File: src/rtl/rat_pkg.sv
package rat_pkg;

   localparam int SF_W        = 4;
   localparam int BW_W        = 19;
   localparam int CR_W        = 3;
   localparam int ACT_W       = 2;
   localparam int LEN_W       = 8;
   localparam int TIME_W      = 32;
   localparam int CSR_IDX_W   = 2;
   localparam int CSR_DATA_W  = 19;
   localparam int REQ_TDATA_W = 40;
   localparam int REQ_TUSER_W = 2;
   localparam int RSP_TDATA_W = 72;

   localparam int FRAC_BITS_DEF = 16;
   localparam int PREAMBLE_DEF  = 8;

   localparam int SYM_BASE      = 1000;
   localparam int BASE_W        = 10;
   localparam int SF_MAX        = (1 << SF_W) - 1;
   localparam int PAY_W         = 10;
   localparam int CODED_W       = 13;
   localparam int CODED_MAX     = (1 << CODED_W) - 1;
   localparam int LDRO_MS       = 16;
   localparam int SYNC_QUARTERS = 17;
   localparam int HDR_SYMS      = 8;
   localparam int HDR_OFFSET    = 11;

   localparam logic [SF_W-1:0] SF_RESET = SF_W'(7);
   localparam logic [BW_W-1:0] BW_RESET = BW_W'(125000);
   localparam logic [CR_W-1:0] CR_RESET = CR_W'(1);

   localparam logic [ACT_W-1:0] ACT_START    = 2'd0;
   localparam logic [ACT_W-1:0] ACT_POLL     = 2'd1;
   localparam logic [ACT_W-1:0] ACT_ESTIMATE = 2'd2;

   localparam logic [CSR_IDX_W-1:0] CSR_SF = 2'd0;
   localparam logic [CSR_IDX_W-1:0] CSR_BW = 2'd1;
   localparam logic [CSR_IDX_W-1:0] CSR_CR = 2'd2;

   typedef struct packed {
      logic load;
      logic sym_start;
      logic div_step;
      logic pay_start;
      logic mul_start;
      logic mul_step;
      logic commit;
   } rat_cmd_type;

   typedef struct packed {
      logic poll;
      logic bw_zero;
      logic pay_skip;
   } rat_sts_type;

   function automatic int num_width(input int frac);
      return BASE_W + SF_MAX + frac;
   endfunction

   function automatic int quart_width(input int pre);
      return $clog2(4 * pre + SYNC_QUARTERS + 4 * HDR_SYMS + 4 * CODED_MAX + 1);
   endfunction

endpackage

File: src/rtl/rat_ctrl.sv
module rat_ctrl #(
   parameter int FRAC_BITS        = rat_pkg::FRAC_BITS_DEF,
   parameter int PREAMBLE_SYMBOLS = rat_pkg::PREAMBLE_DEF
) (
   input  logic                 clock,
   input  logic                 reset,
   input  logic                 req_tvalid,
   output logic                 req_tready,
   output logic                 rsp_tvalid,
   input  logic                 rsp_tready,
   input  rat_pkg::rat_sts_type sts,
   output rat_pkg::rat_cmd_type cmd
);
   import rat_pkg::*;

   localparam int NUM_W    = num_width(FRAC_BITS);
   localparam int QW       = quart_width(PREAMBLE_SYMBOLS);
   localparam int STEP_MAX = (NUM_W > QW) ? NUM_W : QW;
   localparam int CNT_W    = $clog2(STEP_MAX + 1);

   typedef enum logic [2:0] {
      S_IDLE,
      S_CHECK,
      S_SYM_DIV,
      S_PAY_SET,
      S_PAY_DIV,
      S_MUL_SET,
      S_MUL,
      S_DONE
   } state_type;

   state_type        state_ff, state_in;
   logic [CNT_W-1:0] cnt_ff, cnt_in;
   logic             rsp_valid_ff, rsp_valid_in;

   assign req_tready = (state_ff == S_IDLE);
   assign rsp_tvalid = rsp_valid_ff;

   always_comb begin
      state_in     = state_ff;
      cnt_in       = cnt_ff;
      rsp_valid_in = rsp_valid_ff && !rsp_tready;
      cmd          = '0;
      cmd.load     = req_tvalid && (state_ff == S_IDLE);
      case (state_ff)
         S_IDLE: begin
            if (req_tvalid) begin
               state_in = S_CHECK;
            end
         end
         S_CHECK: begin
            if (sts.poll || sts.bw_zero) begin
               state_in = S_DONE;
            end else begin
               cmd.sym_start = 1'b1;
               cnt_in        = CNT_W'(NUM_W);
               state_in      = S_SYM_DIV;
            end
         end
         S_SYM_DIV: begin
            cmd.div_step = 1'b1;
            cnt_in       = cnt_ff - CNT_W'(1);
            if (cnt_ff == CNT_W'(1)) begin
               state_in = S_PAY_SET;
            end
         end
         S_PAY_SET: begin
            cmd.pay_start = 1'b1;
            if (sts.pay_skip) begin
               state_in = S_MUL_SET;
            end else begin
               cnt_in   = CNT_W'(PAY_W);
               state_in = S_PAY_DIV;
            end
         end
         S_PAY_DIV: begin
            cmd.div_step = 1'b1;
            cnt_in       = cnt_ff - CNT_W'(1);
            if (cnt_ff == CNT_W'(1)) begin
               state_in = S_MUL_SET;
            end
         end
         S_MUL_SET: begin
            cmd.mul_start = 1'b1;
            cnt_in        = CNT_W'(QW);
            state_in      = S_MUL;
         end
         S_MUL: begin
            cmd.mul_step = 1'b1;
            cnt_in       = cnt_ff - CNT_W'(1);
            if (cnt_ff == CNT_W'(1)) begin
               state_in = S_DONE;
            end
         end
         S_DONE: begin
            if (!rsp_valid_ff || rsp_tready) begin
               cmd.commit   = 1'b1;
               rsp_valid_in = 1'b1;
               state_in     = S_IDLE;
            end
         end
         default: begin
            state_in = S_IDLE;
         end
      endcase
   end

   always_ff @(posedge clock) begin
      if (reset) begin
         state_ff     <= S_IDLE;
         cnt_ff       <= '0;
         rsp_valid_ff <= 1'b0;
      end else begin
         state_ff     <= state_in;
         cnt_ff       <= cnt_in;
         rsp_valid_ff <= rsp_valid_in;
      end
   end

endmodule

File: src/rtl/rat_dp.sv
module rat_dp #(
   parameter int FRAC_BITS        = rat_pkg::FRAC_BITS_DEF,
   parameter int PREAMBLE_SYMBOLS = rat_pkg::PREAMBLE_DEF
) (
   input  logic                               clock,
   input  logic                               reset,
   input  rat_pkg::rat_cmd_type               cmd,
   output rat_pkg::rat_sts_type               sts,
   input  logic [rat_pkg::REQ_TUSER_W-1:0]    req_tuser,
   input  logic [rat_pkg::REQ_TDATA_W-1:0]    req_tdata,
   output logic [rat_pkg::RSP_TDATA_W-1:0]    rsp_tdata,
   input  logic                               csr_valid,
   input  logic [rat_pkg::CSR_IDX_W-1:0]      csr_index,
   input  logic [rat_pkg::CSR_DATA_W-1:0]     csr_data
);
   import rat_pkg::*;

   localparam int NUM_W  = num_width(FRAC_BITS);
   localparam int QW     = quart_width(PREAMBLE_SYMBOLS);
   localparam int PW     = QW + NUM_W;
   localparam int QBASE  = 4 * PREAMBLE_SYMBOLS + SYNC_QUARTERS + 4 * HDR_SYMS;
   localparam int NP_W   = LEN_W + 3;
   localparam int AIR_LO = FRAC_BITS + 2;
   localparam int AIR_HI = FRAC_BITS + 1 + TIME_W;

   logic [SF_W-1:0]   sf_ff;
   logic [BW_W-1:0]   bw_ff;
   logic [CR_W-1:0]   cr_ff;

   logic [ACT_W-1:0]  act_ff;
   logic [TIME_W-1:0] now_ff;
   logic [LEN_W-1:0]  len_ff;

   logic [BW_W-1:0]   div_rem_ff, div_rem_in;
   logic [NUM_W-1:0]  div_quo_ff, div_quo_in;
   logic [BW_W-1:0]   div_dvs_ff, div_dvs_in;
   logic [NUM_W-1:0]  tsym_ff;
   logic              pay_skip_ff;
   logic [QW-1:0]     mul_q_ff, mul_q_in;
   logic [PW-1:0]     mul_acc_ff, mul_acc_in;

   logic              pending_ff, pending_in;
   logic [TIME_W-1:0] done_ff, done_in;
   logic [TIME_W-1:0] out_air_ff, out_air_in;
   logic [TIME_W-1:0] out_done_ff;
   logic              out_complete_ff, out_complete_in;
   logic              out_pending_ff;

   logic [BW_W:0]         trial, diff;
   logic                  ge;
   logic                  ldro;
   logic [NP_W-1:0]       np_sum, np_diff;
   logic                  num_pos, den_pos, pay_skip;
   logic [SF_W-1:0]       den_val;
   logic [PAY_W-1:0]      q_ceil;
   logic [CR_W:0]         cr4;
   logic [PAY_W+CR_W:0]   coded_full;
   logic [CODED_W-1:0]    coded;
   logic [QW-1:0]         quarters;
   logic                  over;
   logic [TIME_W-1:0]     air;

   always_ff @(posedge clock) begin
      if (reset) begin
         sf_ff <= SF_RESET;
         bw_ff <= BW_RESET;
         cr_ff <= CR_RESET;
      end else if (csr_valid) begin
         case (csr_index)
            CSR_SF:  sf_ff <= csr_data[SF_W-1:0];
            CSR_BW:  bw_ff <= csr_data[BW_W-1:0];
            CSR_CR:  cr_ff <= csr_data[CR_W-1:0];
            default: ;
         endcase
      end
   end

   always_ff @(posedge clock) begin
      if (cmd.load) begin
         act_ff <= req_tuser;
         now_ff <= req_tdata[TIME_W-1:0];
         len_ff <= req_tdata[TIME_W+LEN_W-1:TIME_W];
      end
   end

   // shared restoring divider, one quotient bit a beat of the counter
   assign trial = {div_rem_ff, div_quo_ff[NUM_W-1]};
   assign diff  = trial - {1'b0, div_dvs_ff};
   assign ge    = (trial >= {1'b0, div_dvs_ff});

   assign ldro    = (div_quo_ff >= (NUM_W'(LDRO_MS) << FRAC_BITS));
   assign np_sum  = {2'b00, len_ff, 1'b0} + NP_W'(HDR_OFFSET);
   assign np_diff = np_sum - NP_W'(sf_ff);
   assign num_pos = (np_sum > NP_W'(sf_ff));
   assign den_pos = ldro ? (sf_ff > SF_W'(2)) : (sf_ff != '0);
   assign den_val = sf_ff - SF_W'({ldro, 1'b0});
   assign pay_skip = !(num_pos && den_pos);

   always_comb begin
      div_rem_in = div_rem_ff;
      div_quo_in = div_quo_ff;
      div_dvs_in = div_dvs_ff;
      if (cmd.sym_start) begin
         div_rem_in = '0;
         div_quo_in = (NUM_W'(SYM_BASE) << FRAC_BITS) << sf_ff;
         div_dvs_in = bw_ff;
      end else if (cmd.pay_start) begin
         div_rem_in = '0;
         div_quo_in = NUM_W'(np_diff[PAY_W-1:0]) << (NUM_W - PAY_W);
         div_dvs_in = BW_W'(den_val);
      end else if (cmd.div_step) begin
         div_rem_in = ge ? diff[BW_W-1:0] : trial[BW_W-1:0];
         div_quo_in = {div_quo_ff[NUM_W-2:0], ge};
      end
   end

   always_ff @(posedge clock) begin
      div_rem_ff <= div_rem_in;
      div_quo_ff <= div_quo_in;
      div_dvs_ff <= div_dvs_in;
      if (cmd.pay_start) begin
         tsym_ff     <= div_quo_ff;
         pay_skip_ff <= pay_skip;
      end
   end

   // payload symbols, then shift-add product of quarter symbols and symbol time
   assign q_ceil     = div_quo_ff[PAY_W-1:0] + PAY_W'(div_rem_ff != '0);
   assign cr4        = {1'b0, cr_ff} + (CR_W+1)'(4);
   assign coded_full = q_ceil * cr4;
   assign coded      = pay_skip_ff ? '0 : coded_full[CODED_W-1:0];
   assign quarters   = QW'(QBASE) + QW'({coded, 2'b00});

   always_comb begin
      mul_q_in   = mul_q_ff;
      mul_acc_in = mul_acc_ff;
      if (cmd.mul_start) begin
         mul_q_in   = quarters;
         mul_acc_in = '0;
      end else if (cmd.mul_step) begin
         mul_q_in   = mul_q_ff << 1;
         mul_acc_in = {mul_acc_ff[PW-2:0], 1'b0} + (mul_q_ff[QW-1] ? PW'(tsym_ff) : '0);
      end
   end

   always_ff @(posedge clock) begin
      mul_q_ff   <= mul_q_in;
      mul_acc_ff <= mul_acc_in;
   end

   assign over = |mul_acc_ff[PW-1:AIR_HI+1];
   assign air  = (sts.bw_zero || over) ? '1 : mul_acc_ff[AIR_HI:AIR_LO];

   always_comb begin
      pending_in      = pending_ff;
      done_in         = done_ff;
      out_air_in      = air;
      out_complete_in = 1'b0;
      case (act_ff)
         ACT_START: begin
            pending_in = 1'b1;
            done_in    = now_ff + air;
         end
         ACT_POLL: begin
            out_air_in = '0;
            if (pending_ff && (now_ff >= done_ff)) begin
               out_complete_in = 1'b1;
               pending_in      = 1'b0;
            end
         end
         default: ;
      endcase
   end

   always_ff @(posedge clock) begin
      if (reset) begin
         pending_ff <= 1'b0;
         done_ff    <= '0;
      end else if (cmd.commit) begin
         pending_ff <= pending_in;
         done_ff    <= done_in;
      end
   end

   always_ff @(posedge clock) begin
      if (cmd.commit) begin
         out_air_ff      <= out_air_in;
         out_done_ff     <= done_in;
         out_complete_ff <= out_complete_in;
         out_pending_ff  <= pending_in;
      end
   end

   assign sts.poll     = (act_ff == ACT_POLL);
   assign sts.bw_zero  = (bw_ff == '0);
   assign sts.pay_skip = pay_skip;

   assign rsp_tdata = {(RSP_TDATA_W-2*TIME_W-2)'(0), out_pending_ff, out_complete_ff,
                       out_done_ff, out_air_ff};

endmodule

File: src/rtl/radio_airtime_tx_timer.sv
// Packet airtime calculator with one pending transmit. A start or estimate item runs
// through the check state; then the bit-serial divider yields one quotient bit a cycle
// for the symbol time and again for the payload symbol count (unless the payload is
// skipped), the shift-add multiplier takes one bit of the quarter-symbol count (QW bits,
// 16 at the default preamble) a cycle, and the result is committed in the done state.
// A poll item, or any item while the bandwidth is zero, goes from the check state
// straight to the done state. One item is in flight at a time; the next is taken while
// the previous result still waits on the output register. Configuration writes are
// always ready and update the settings at once, so a write during an item can alter it.
module radio_airtime_tx_timer #(
   parameter int FRAC_BITS        = rat_pkg::FRAC_BITS_DEF,
   parameter int PREAMBLE_SYMBOLS = rat_pkg::PREAMBLE_DEF
) (
   input  logic                            clock,
   input  logic                            reset,
   input  logic                            req_tvalid,
   output logic                            req_tready,
   input  logic [rat_pkg::REQ_TUSER_W-1:0] req_tuser,  // action
   input  logic [rat_pkg::REQ_TDATA_W-1:0] req_tdata,  // now_ms, length
   output logic                            rsp_tvalid,
   input  logic                            rsp_tready,
   output logic [rat_pkg::RSP_TDATA_W-1:0] rsp_tdata,  // airtime_ms, done_at_ms, complete, pending
   input  logic                            csr_valid,
   output logic                            csr_ready,
   input  logic [rat_pkg::CSR_IDX_W-1:0]   csr_index,
   input  logic [rat_pkg::CSR_DATA_W-1:0]  csr_data
);
   import rat_pkg::*;

   rat_cmd_type cmd;
   rat_sts_type sts;

   assign csr_ready = 1'b1;

   rat_ctrl #(
      .FRAC_BITS        (FRAC_BITS),
      .PREAMBLE_SYMBOLS (PREAMBLE_SYMBOLS)
   ) u_ctrl (
      .clock      (clock),
      .reset      (reset),
      .req_tvalid (req_tvalid),
      .req_tready (req_tready),
      .rsp_tvalid (rsp_tvalid),
      .rsp_tready (rsp_tready),
      .sts        (sts),
      .cmd        (cmd)
   );

   rat_dp #(
      .FRAC_BITS        (FRAC_BITS),
      .PREAMBLE_SYMBOLS (PREAMBLE_SYMBOLS)
   ) u_dp (
      .clock     (clock),
      .reset     (reset),
      .cmd       (cmd),
      .sts       (sts),
      .req_tuser (req_tuser),
      .req_tdata (req_tdata),
      .rsp_tdata (rsp_tdata),
      .csr_valid (csr_valid),
      .csr_index (csr_index),
      .csr_data  (csr_data)
   );

endmodule

File: config.mk
export PLATFORM = sky130hd
export DESIGN_NAME = radio_airtime_tx_timer
export DESIGN_NICKNAME = d
export VERILOG_FILES = /design/src/rtl/rat_pkg.sv /design/src/rtl/rat_ctrl.sv /design/src/rtl/rat_dp.sv /design/src/rtl/radio_airtime_tx_timer.sv
export SDC_FILE = /design/constraint.sdc
export NUM_CORES = 1
export LEC_CHECK = 0
export ABC_AREA = 1
export BUFFER_PORTS_ARGS = -buffer_cell sky130_fd_sc_hd__buf_2
export CORE_ASPECT_RATIO = 2
export CORE_MARGIN = 3
export CORE_UTILIZATION = 55
export DETAILED_ROUTE_END_ITERATION = 6
export PLACE_DENSITY = 0.72
export SLEW_MARGIN = 20
export SYNTH_ARGS = -nofsm -noshare
export SYNTH_HDL_FRONTEND = slang
export SYNTH_SLANG_ARGS = --single-unit
export TNS_END_PERCENT = 30
File: constraint.sdc
create_clock -name clock -period 6 [get_ports clock]
set_input_delay 0.6 -clock clock [delete_from_list [all_inputs] [get_ports clock]]
set_output_delay 0.6 -clock clock [all_outputs]
set_load 0.03 [all_outputs]
==> impl_results.md <==
* Status: finished clean
* Inst Count DP at 3957
* First-pass GRT wire length at 126000 µm
* Vias per cell at 5.67
* Setup TNS at 0 ps
* Post-DP Area at 25500 µm²
* Cell variety after synth at 59
* Total clock sinks at 371
* Max_slew headroom at 30.6%
* Routability cong. at 1.08
* Largest net degree at the start of global routing at 72
* Most frequent CP cell: nand2_1
* CTS tree: done
* Critical path capture point type: flip-flop
* TritonRoute pass-1 iters at 6
* Leak at 12.9 nW
* Ys async rst share at 0%
* Worst reg2reg path startpoint: u_dp.div_rem_ff[4]
* Post-synthesis adder-cell area fraction at 9.00%
* Initial antenna violation count at 3
* Share of cells above drive strength 1 at 8.15%
* Worst hold slack at 201 ps
* Post-synthesis xor/xnor area fraction at 1.69%
* Crit path kind: flip-flop to flip-flop
* Mapped Area at 24400 µm²
* Via Count at 22800
* Synth warn at 0
* Final hold viol count at 0
* Max-cap violations at 0
* CTS buffer count at 36
* Worst setup startpoint: u_dp.div_rem_ff[4]
* Final Cycle Share at 90.2%
* Resized Gates After CTS at 0
* CTS HTree Levels at 2
* Fillers at 4051
* Total grt overflow at 0
* Min cycle time layout at 5410 ps
* Required @ worst endpoint at 6310 ps
* Die Ht at 304 µm
* Total GRT Usage at 34.9%
* Cell Pwr Density at 483 nW/µm²
* Post-synthesis compound-gate area fraction at 12.4%
* CTS Hold Buffers Added at 0
* Largest stage delay, worst path at 530 ps
* Number of cells produced by synthesis at 3335
* # IOs at 143
* Die area at 47000 µm²
* DR WL/cell at 20.8 µm
* Area Growth Syn to Fin at 9.49%
* Port-buffer cells at 135
* Avg Inst Size Synth at 7.31 µm²
* Clock root cell: clkbuf_16
* Seq/Total Area, Yosys at 39.8%
* DRT Wirelength at 83600 µm
* Number of synthesized register bits at 371
* IR Drop Worst-Case VDD at 430 µV
* Detail Route Antenna Nets at 0
* Finished Layout Cells at 4025
* Top FF cell, synth: edfxtp_1
* Clock Latency Late Sink at 570 ps
* Reg clk slew, reported paths at 70 ps
* CORE AREA at 43600 µm²
* Worst Path Arrival at 5720 ps
* Hold Crit Class: primary input to flip-flop
* Most common cell after layout, fill and taps aside: nand2_1
* DR iter-0 viols at 1641
* Post-CTS Setup Bufs at 0
* DRC errors left at 0
* Count of final setup violators at 0
* Min-delay src: req_tdata[39]
* Row Count at 108
* Critical Path Fanout Max at 4
* Largest family of logic cells by synthesized area: simple AND/OR/NAND/NOR gates
* Starting Density at 55.8%
* Final Max Tran Viols at 0
* Slew @ Worst Pin at 1040 ps
* Clock Skew at 33.4 ps
* Worst path slowest cell: nor4_1
* Nets@finish at 3681
* Post-layout instance area at 26700 µm²
* Vias in the first global route at 23500
* Post-synthesis mux area share at 0%
* RSZ-0062 raised after global routing: no
* EDFF count, synth at 226
* Maximum clock rate at 185 MHz
* Clk buf depth at 3
* Synth Area in Simple Gates at 26.3%
* Worst Setup Start Kind: flip-flop
* Final core occ at 61.1%
* Most frequent cells in the layout: 862 x nand2_1, 566 x inv_1, 305 x nor2_1
* Die W at 155 µm
* Post-DP HPWL at 66200 µm
sequential cells by signal, indices dropped and copies added (netlist names), 6 cells and up:
name              cells
u_dp.bw_ff           19
u_dp.div_rem_ff      19
u_dp.div_quo_ff      41
u_dp.out_done_ff     32
u_dp.out_air_ff      32
u_dp.done_ff         32
u_dp.now_ff          32
u_dp.div_dvs_ff      19
u_dp.tsym_ff         41
u_ctrl.cnt_ff         6
u_dp.len_ff           8
u_dp.mul_q_ff        16
u_dp.mul_acc_ff      57
critical path: cells and delay by family (launching register included):
family | cells | cell delay, ps
AOI/OAI and AO/OA | 3 | 270
DFF | 1 | 340
adders and majority gates | 4 | 1380
buffers and inverters | 8 | 630
and+or+nand+nor | 18 | 2530
cell families after synthesis:
family | count (synthesis)
AOI/OAI and AO/OA | 553
other | 2
buffers and inverters | 677
adders and majority gates | 168
xor gates and xnor gates | 47
DFF | 371
and+or+nand+nor | 1517
cells in the mapped netlist, types with 8 or more instances:
cell | count | area, µm²
nor4_1 | 8 | 50.1
o21ai_0 | 204 | 1020
a21oi_1 | 204 | 1020
o22ai_1 | 15 | 93.8
buf_2 | 23 | 115
o21a_1 | 10 | 75.1
nor2_1 | 307 | 1150
o21ai_1 | 47 | 235
xnor2_1 | 21 | 184
inv_2 | 21 | 78.8
buf_4 | 15 | 113
nor3_1 | 32 | 160
clkbuf_1 | 40 | 150
inv_1 | 567 | 2130
nor2_2 | 11 | 68.8
edfxtp_1 | 226 | 6790
nand2_1 | 862 | 3240
nand3b_1 | 13 | 97.6
nand4_1 | 49 | 307
ha_1 | 156 | 1950
fa_1 | 12 | 240
a31oi_1 | 8 | 50.1
dfxtp_1 | 145 | 2900
o21bai_1 | 24 | 180
o211ai_1 | 19 | 143
nand3_1 | 195 | 976
xor2_1 | 26 | 228
worst paths after layout:
| path | end | slack, ps | depth (start not counted) |
|---|---|---|---|
| setup / recovery | u_dp.mul_q_ff[14] | 590 | 33 |
| hold reg to reg | u_dp.tsym_ff[17] | 450 | 0 |
| hold / removal | u_dp.len_ff[7] | 200 | 1 |
| setup reg to reg | u_dp.mul_q_ff[14] | 590 | 33 |
stage by stage:
stage / setup slack (ps) / total power [mW]
floorplan: 1660 / 8.56
global placement: 828 / 10.3
detailed placement: 735 / 10.4
CTS: 694 / 12.8
global route: 217 / 13.8
finish: 587 / 12.9
metal layers:
layer	GRT usage (%)	up-vias	wire [µm]
met3	4.17	392	3600
met2	67.2	911	45000
met1	29.7	10500	25000
met5	0	-	0
met4	32.4	0	9880
li1	-	11000	-
cell type report:
class,count,area (µm²),area share (%)
repair buffers,151,796,2.98
inverters,593,2230,8.35
clock buffers,46,978,3.67
flip-flops and latches,371,9690,36.3
diodes,3,7.51,0.0281
multi-input cells,2292,12100,45.3
clock inverters,19,201,0.755
well taps,550,688,2.58
report_power, final:
group	total [mW]	leakage, nW	internal, mW	switching, mW
clock network	2.31	0.579	1.23	1.07
registers	4.09	3.29	3.59	0.494
logic	6.49	9.03	1.97	4.52
(Power assumes the default switching activity.)
